`src/rtl/sle_pkg.sv`:
```
// Shared types and codes for the sequential list engine.
package sle_pkg;

    typedef enum logic [2:0] {
        OP_GET    = 3'd0,
        OP_LOCATE = 3'd1,
        OP_PRIOR  = 3'd2,
        OP_NEXT   = 3'd3,
        OP_INSERT = 3'd4,
        OP_DELETE = 3'd5,
        OP_CLEAR  = 3'd6
    } op_t;

    typedef enum logic [2:0] {
        ST_OK          = 3'd0,
        ST_BAD_POS     = 3'd1,
        ST_NOT_FOUND   = 3'd2,
        ST_NO_NEIGHBOR = 3'd3,
        ST_FULL        = 3'd4
    } status_t;

    typedef enum logic [1:0] {
        CMD_HOLD,
        CMD_ROTATE,
        CMD_INSERT,
        CMD_DELETE
    } cell_cmd_t;

    typedef enum logic [1:0] {
        S_IDLE,
        S_SCAN,
        S_POST
    } state_t;

endpackage

```
`src/rtl/sle_cell.sv`:
```
// One list slot: holds a word and takes a neighbor's word on rotate, insert or delete.
module sle_cell #(
    parameter int CW  = 8,
    parameter int IDX = 0
) (
    input  logic               clk,
    input  sle_pkg::cell_cmd_t cmd,
    input  logic [CW-1:0]      fill,
    input  logic [CW-1:0]      tgt,
    input  logic [31:0]        head_word,
    input  logic [31:0]        lower_word,
    input  logic [31:0]        upper_word,
    input  logic [31:0]        ins_word,
    output logic [31:0]        word
);
    import sle_pkg::*;

    localparam logic [CW:0] IDX_W  = (CW+1)'(IDX);
    localparam logic [CW:0] NEXT_W = (CW+1)'(IDX + 1);

    logic [31:0] word_reg;
    logic [31:0] word_next;
    logic [CW:0] fill_w;
    logic [CW:0] tgt_w;

    assign fill_w = {1'b0, fill};
    assign tgt_w  = {1'b0, tgt};

    always_comb
    begin
        word_next = word_reg;
        case (cmd)
            CMD_ROTATE:
            begin
                // last live slot wraps around to the head word
                if (NEXT_W == fill_w)
                    word_next = head_word;
                else if (NEXT_W < fill_w)
                    word_next = upper_word;
            end
            CMD_INSERT:
            begin
                if (IDX_W == tgt_w)
                    word_next = ins_word;
                else if (IDX_W > tgt_w && IDX_W <= fill_w)
                    word_next = lower_word;
            end
            CMD_DELETE:
            begin
                if (IDX_W >= tgt_w && NEXT_W < fill_w)
                    word_next = upper_word;
            end
            default:
                word_next = word_reg;
        endcase
    end

    always_ff @(posedge clk)
    begin
        word_reg <= word_next;
    end

    assign word = word_reg;

endmodule

```
`config.mk`:
```
export PLATFORM = sky130hd
export DESIGN_NAME = sle_cell
export DESIGN_NICKNAME = d
export VERILOG_FILES = /design/src/rtl/sle_pkg.sv /design/src/rtl/sle_cell.sv
export SDC_FILE = /design/constraint.sdc
export NUM_CORES = 1
export LEC_CHECK = 0
export BUFFER_PORTS_ARGS = -buffer_cell sky130_fd_sc_hd__buf_2
export CORE_UTILIZATION = 45
export DETAILED_ROUTE_END_ITERATION = 7
export HOLD_SLACK_MARGIN = 0.1
export PLACE_DENSITY = 0.9
export SLEW_MARGIN = 20
export SYNTH_ARGS = -nofsm -noshare
export SYNTH_HDL_FRONTEND = slang
export SYNTH_SLANG_ARGS = --single-unit
```
`constraint.sdc`:
```
create_clock -name clk -period 12.4 [get_ports clk]
set_input_delay 0.62 -clock clk [delete_from_list [all_inputs] [get_ports clk]]
set_output_delay 0.62 -clock clk [all_outputs]
set_load 0.1 [all_outputs]
```
* After elaboration in Yosys (flattened, before gate mapping)
Index checks and enable logic that the tools add are counted.
** Operators by class
- Magnitude comparators :: 4
- Eq/ne operators :: 7
- Mux-type cells :: 6
- Reduce and logical (&&, ||, !) cells :: 5
** Operator list (count)
- 32-bit two-way mux :: 5
- 32-bit one-hot mux with 3 select lines :: 1
- 9-bit logical NOT :: 1
- 1-bit by 8-bit equality test with 1-bit output, first input constant :: 1
- 1-bit by 8-bit greater-or-equal comparator with 1-bit output, first input constant :: 1
- 1-bit by 8-bit greater-than comparator with 1-bit output, first input constant :: 1
- 1-bit by 8-bit less-or-equal comparator with 1-bit output, first input constant :: 1
- 1-bit by 8-bit less-than comparator with 1-bit output, first input constant :: 1
- 3-bit inequality test, second input constant :: 2
- 2-bit equality test, second input constant :: 2
- 4-bit AND reduction :: 1
- 3-bit nonzero test :: 1
- 2-bit by 1-bit equality test with 1-bit output, second input constant :: 1
- 1-bit logical AND :: 2
- 2-bit inequality test, second input constant :: 1
** Storage, ports and cells
- Register bits after elaboration :: 32
- Output and inout port bits :: 32
- Logic and storage cells :: 23

* Logic depth before layout (Yosys ltp)
- Depth in word-level cells :: 5
- Depth in mapped cells :: 5
- Mapped depth without buffers :: 4

* Worst setup path before layout
OpenSTA, ideal clock, no wires.
- Path kind :: input-to-reg
- Start :: input port tgt[0]
- End :: register word_reg[0], in the netlist word[0], enable pin
- Setup time :: 474 ps
- Data arrival time :: 3934 ps
- Path slack :: 7991 ps
- Cell stages on the path :: 4
- Buffers on the path :: 1
- Cell sequence :: nor4_1 nand2_1 clkbuf_1 a221oi_1
** On the way
- Cells in the longest elaborated chain, start to end :: 4
** RTL lines
- from (decl) :: RTL line sle_cell.sv:9 : input logic [CW-1:0] tgt,
- 1-bit by 8-bit greater-than comparator with 1-bit output or 1-bit by 8-bit greater-or-equal comparator with 1-bit output (tied branches) :: RTL line sle_cell.sv:45, sle_cell.sv:50
- 1-bit logical AND, on equally long branches :: RTL line sle_cell.sv:45, sle_cell.sv:50
- 3-bit inequality test (no source line) or 2-bit inequality test (tied branches)
- 4-bit AND reduction (no source line) *
- to (signal assigned) :: RTL line sle_cell.sv:60 : word_reg <= word_next;
- to (decl) :: RTL line sle_cell.sv:21 : logic [31:0] word_reg;
Mark *: on every way between the ends. The rest lies on a longest branch, timed or not.
A chain may end at the register's enable or synchronous reset.

* Worst setup path in the final report
- Start :: input port tgt[5]
- End :: register word_reg[14], in the netlist word[14], enable pin
The elaborated chain is that of the path after synthesis.

==> results.py <==
metrics = {
    "die": {
        "floorplan.rows": 27,
        "die_area_um2": 6070,
        "floorplan.initialDensity_pct": 46.8,
        "die_h_um": 77.9,
        "coreArea_um2": 5540,
        "die_w_um": 77.9,
        "ioPinCount": 179,
    },
    "sta": {
        "max_clock_freq_ghz": 0.317,
        "finalSetupViolations": 0,
        "period_minus_slack_ns": 3.16,
        "drv_slew": 0,
        "timing.final.ws_setup_ns": 9.24,
        "fin_tns_setup_ns": 0,
        "hold_violations": 0,
        "rsz0062_at_grt": "no",
        "fin_crit_sh_pct": 25.4,
        "slew_headroom_pct": 26.4,
        "worst_pin_slew_ns": 1.10,
    },
    "synthesis": {
        "ys.flop_type": "edfxtp_1",
        "synthTopCellsByArea": "edfxtp_1 37%, mux2i_1 24%, o211ai_1 9.3%",
        "yosys.area.top_type": "edfxtp_1",
        "syn_inst": 257,
        "synth_top_area_share_pct": 37.1,
        "async_flop_share_pct": 0,
        "synth_common_cells": "63 x mux2i_1, 33 x nand2_1, 32 x edfxtp_1, 32 x nor2b_1, 32 x o211ai_1",
        "synth.distinct_cells": 20,
        "ys_seq_area_share_pct": 37.1,
        "yosysMostFrequentCell": "mux2i_1",
        "synth-edff-count": 32,
        "ys_ff_latch": 32,
        "synthesis.nets": 404,
        "ys_warn_count": 0,
        "syn-cell-area_um2": 2590,
        "avgSynthCellArea_um2": 10.1,
    },
    "clock_tree": {
        "clockBufferDepth": 2,
        "h-tree-depth": 2,
        "clkSinkCount": 32,
        "cts_buffers": 5,
        "cts-resized-gates": 0,
        "cts_tree": "done",
        "cts_hold_buffers": 0,
        "cts-root-buf": "clkbuf_8",
        "clkSlewWorstSetupHoldPaths_ns": 0.06,
        "cts_setup_buffers": 0,
    },
    "global_route": {
        "antenna_found_initial": 0,
        "gr-total-overflow": 0,
        "grt_pass1_wl_um": 11300,
        "grtUsageTotal_pct": 23.8,
        "grt_max_degree": 68,
        "grt_pass1_vias": 2473,
    },
    "detailed_routing": {
        "firstDrtPassIters": 6,
        "routed_wl_um": 7070,
        "via_per_inst": 5.15,
        "routed-via-count": 2562,
        "route.detailed.drc": 0,
        "ant_nets": 0,
        "first_iter_violations": 129,
        "wire_per_inst_um": 14.2,
    },
    "status": {
        "status": "finished, final reports clean",
    },
    "critical_path": {
        "crit_start": "tgt[5]",
        "path_class": "primary input to flip-flop",
        "cp_data_arrival_time_ns": 3.11,
        "cp-end-kind": "flip-flop",
        "crit_fanout": 33,
        "cp.required_ns": 12.36,
        "start_kind": "primary input",
    },
    "pwr": {
        "p_clk_share_pct": 20.3,
        "finalPower_mw": 0.359,
        "p_seq_share_pct": 37.8,
        "p_per_area_nw_per_um2": 100,
        "leakagePower_nw": 1.77,
        "combPwrFrac_pct": 41.9,
        "switchingPower_mw": 0.148,
        "swShare_pct": 41.1,
        "vdd_drop_max_mv": 0.0427,
        "p_int_mw": 0.212,
    },
    "place": {
        "place.gp.congestion": 0.767,
        "io_buffers": 178,
        "place_ws_ns": 8.94,
        "dpl.hpwl_um": 5290,
    },
    "finish": {
        "num_antenna_cells": 0,
        "largest_reg_flops": 32,
        "drive_above_1_share_pct": 45.2,
        "layout.nets": 571,
        "fin_util_pct": 64.9,
        "syn_to_final_growth_pct": 38.7,
    },
    "hold_path": {
        "hold_end": "word[4]",
        "hold_start": "upper_word[4]",
        "hold_path_class": "primary input to flip-flop",
        "min_path_cells": 3,
    },
    "job": {
        "cap_violations": 0,
    },
}
## power groups by stage
stage	logic, mW	registers [mW]	clock network (mW)
final	0.151	0.136	0.0730
after global routing	0.158	0.137	0.0815
after global placement	0.148	0.138	0
after detailed placement	0.151	0.138	0
after floorplan	0.0300	0.218	0
after CTS	0.151	0.136	0.0758
## layout by cell type (no fill, tap or decap), types with 2 or more instances in the layout
cell,n
and2b_1,30
buf_2,178
buf_4,3
clkbuf_1,2
clkbuf_8,5
edfxtp_1,32
mux2i_1,63
nand2_1,32
nand2b_1,2
nor2b_1,32
nor4_1,3
o211ai_1,32
## cell type report
| cell class | count | area [um^2] |
|---|---|---|
| clock inverter | 1 | 3.75 |
| inverter | 1 | 3.75 |
| multi-input combinational | 203 | 1550 |
| tap | 72 | 90.1 |
| clock buffer | 7 | 76.3 |
| sequential | 32 | 961 |
| timing repair buffer | 181 | 913 |
| fill | 487 | 1950 |
## worst max-delay path, stage by stage
cell and delay, ns:
buf_2 0.10, nor4_1 0.33, nand2_2 0.69, a221oi_4 0.99
buf_4 0.38
## cell families (layout without fill, tap and decap cells)
logic type / Yosys count / after routing / share of synthesized area, %
DFF: 32 / 32 / 37.1
muxes: 63 / 63 / 24.3
buffers and inverters: 22 / 190 / 4.06
AOI/OAI and AO/OA: 35 / 35 / 10.2
and+or+nand+nor: 105 / 105 / 24.3
## through the flow
step | instance area, um^2 | cells | hold WS (ns)
2_1_floorplan | 2590 | 257 | 0.825
3_3_place_gp | 3510 | 489 | 0.925
3_5_place_dp | 3510 | 489 | 0.936
4_1_cts | 3590 | 497 | 0.646
5_1_grt | 3590 | 497 | 0.651
6_report | 3590 | 497 | 0.654
## routing by layer
layer	up-vias	share of wire (%)	track usage (%)
met5	-	0	0
met4	0	1.5	8.68
met3	8	6.0	4.24
met2	112	53	45.8
met1	1172	39	25.6
li1	1270	-	-
## how the worst max path moves through the flow
stage                    end  slack [ns]  depth (start not counted)
CTS                 word[31]        9.24                          5
global placement    word[15]        9.06                          5
detailed placement  word[13]        8.94                          5
floorplan            word[0]        7.99                          4
finish              word[14]        9.24                          5
global route        word[22]        8.97                          5
(Power assumes the default switching activity.)
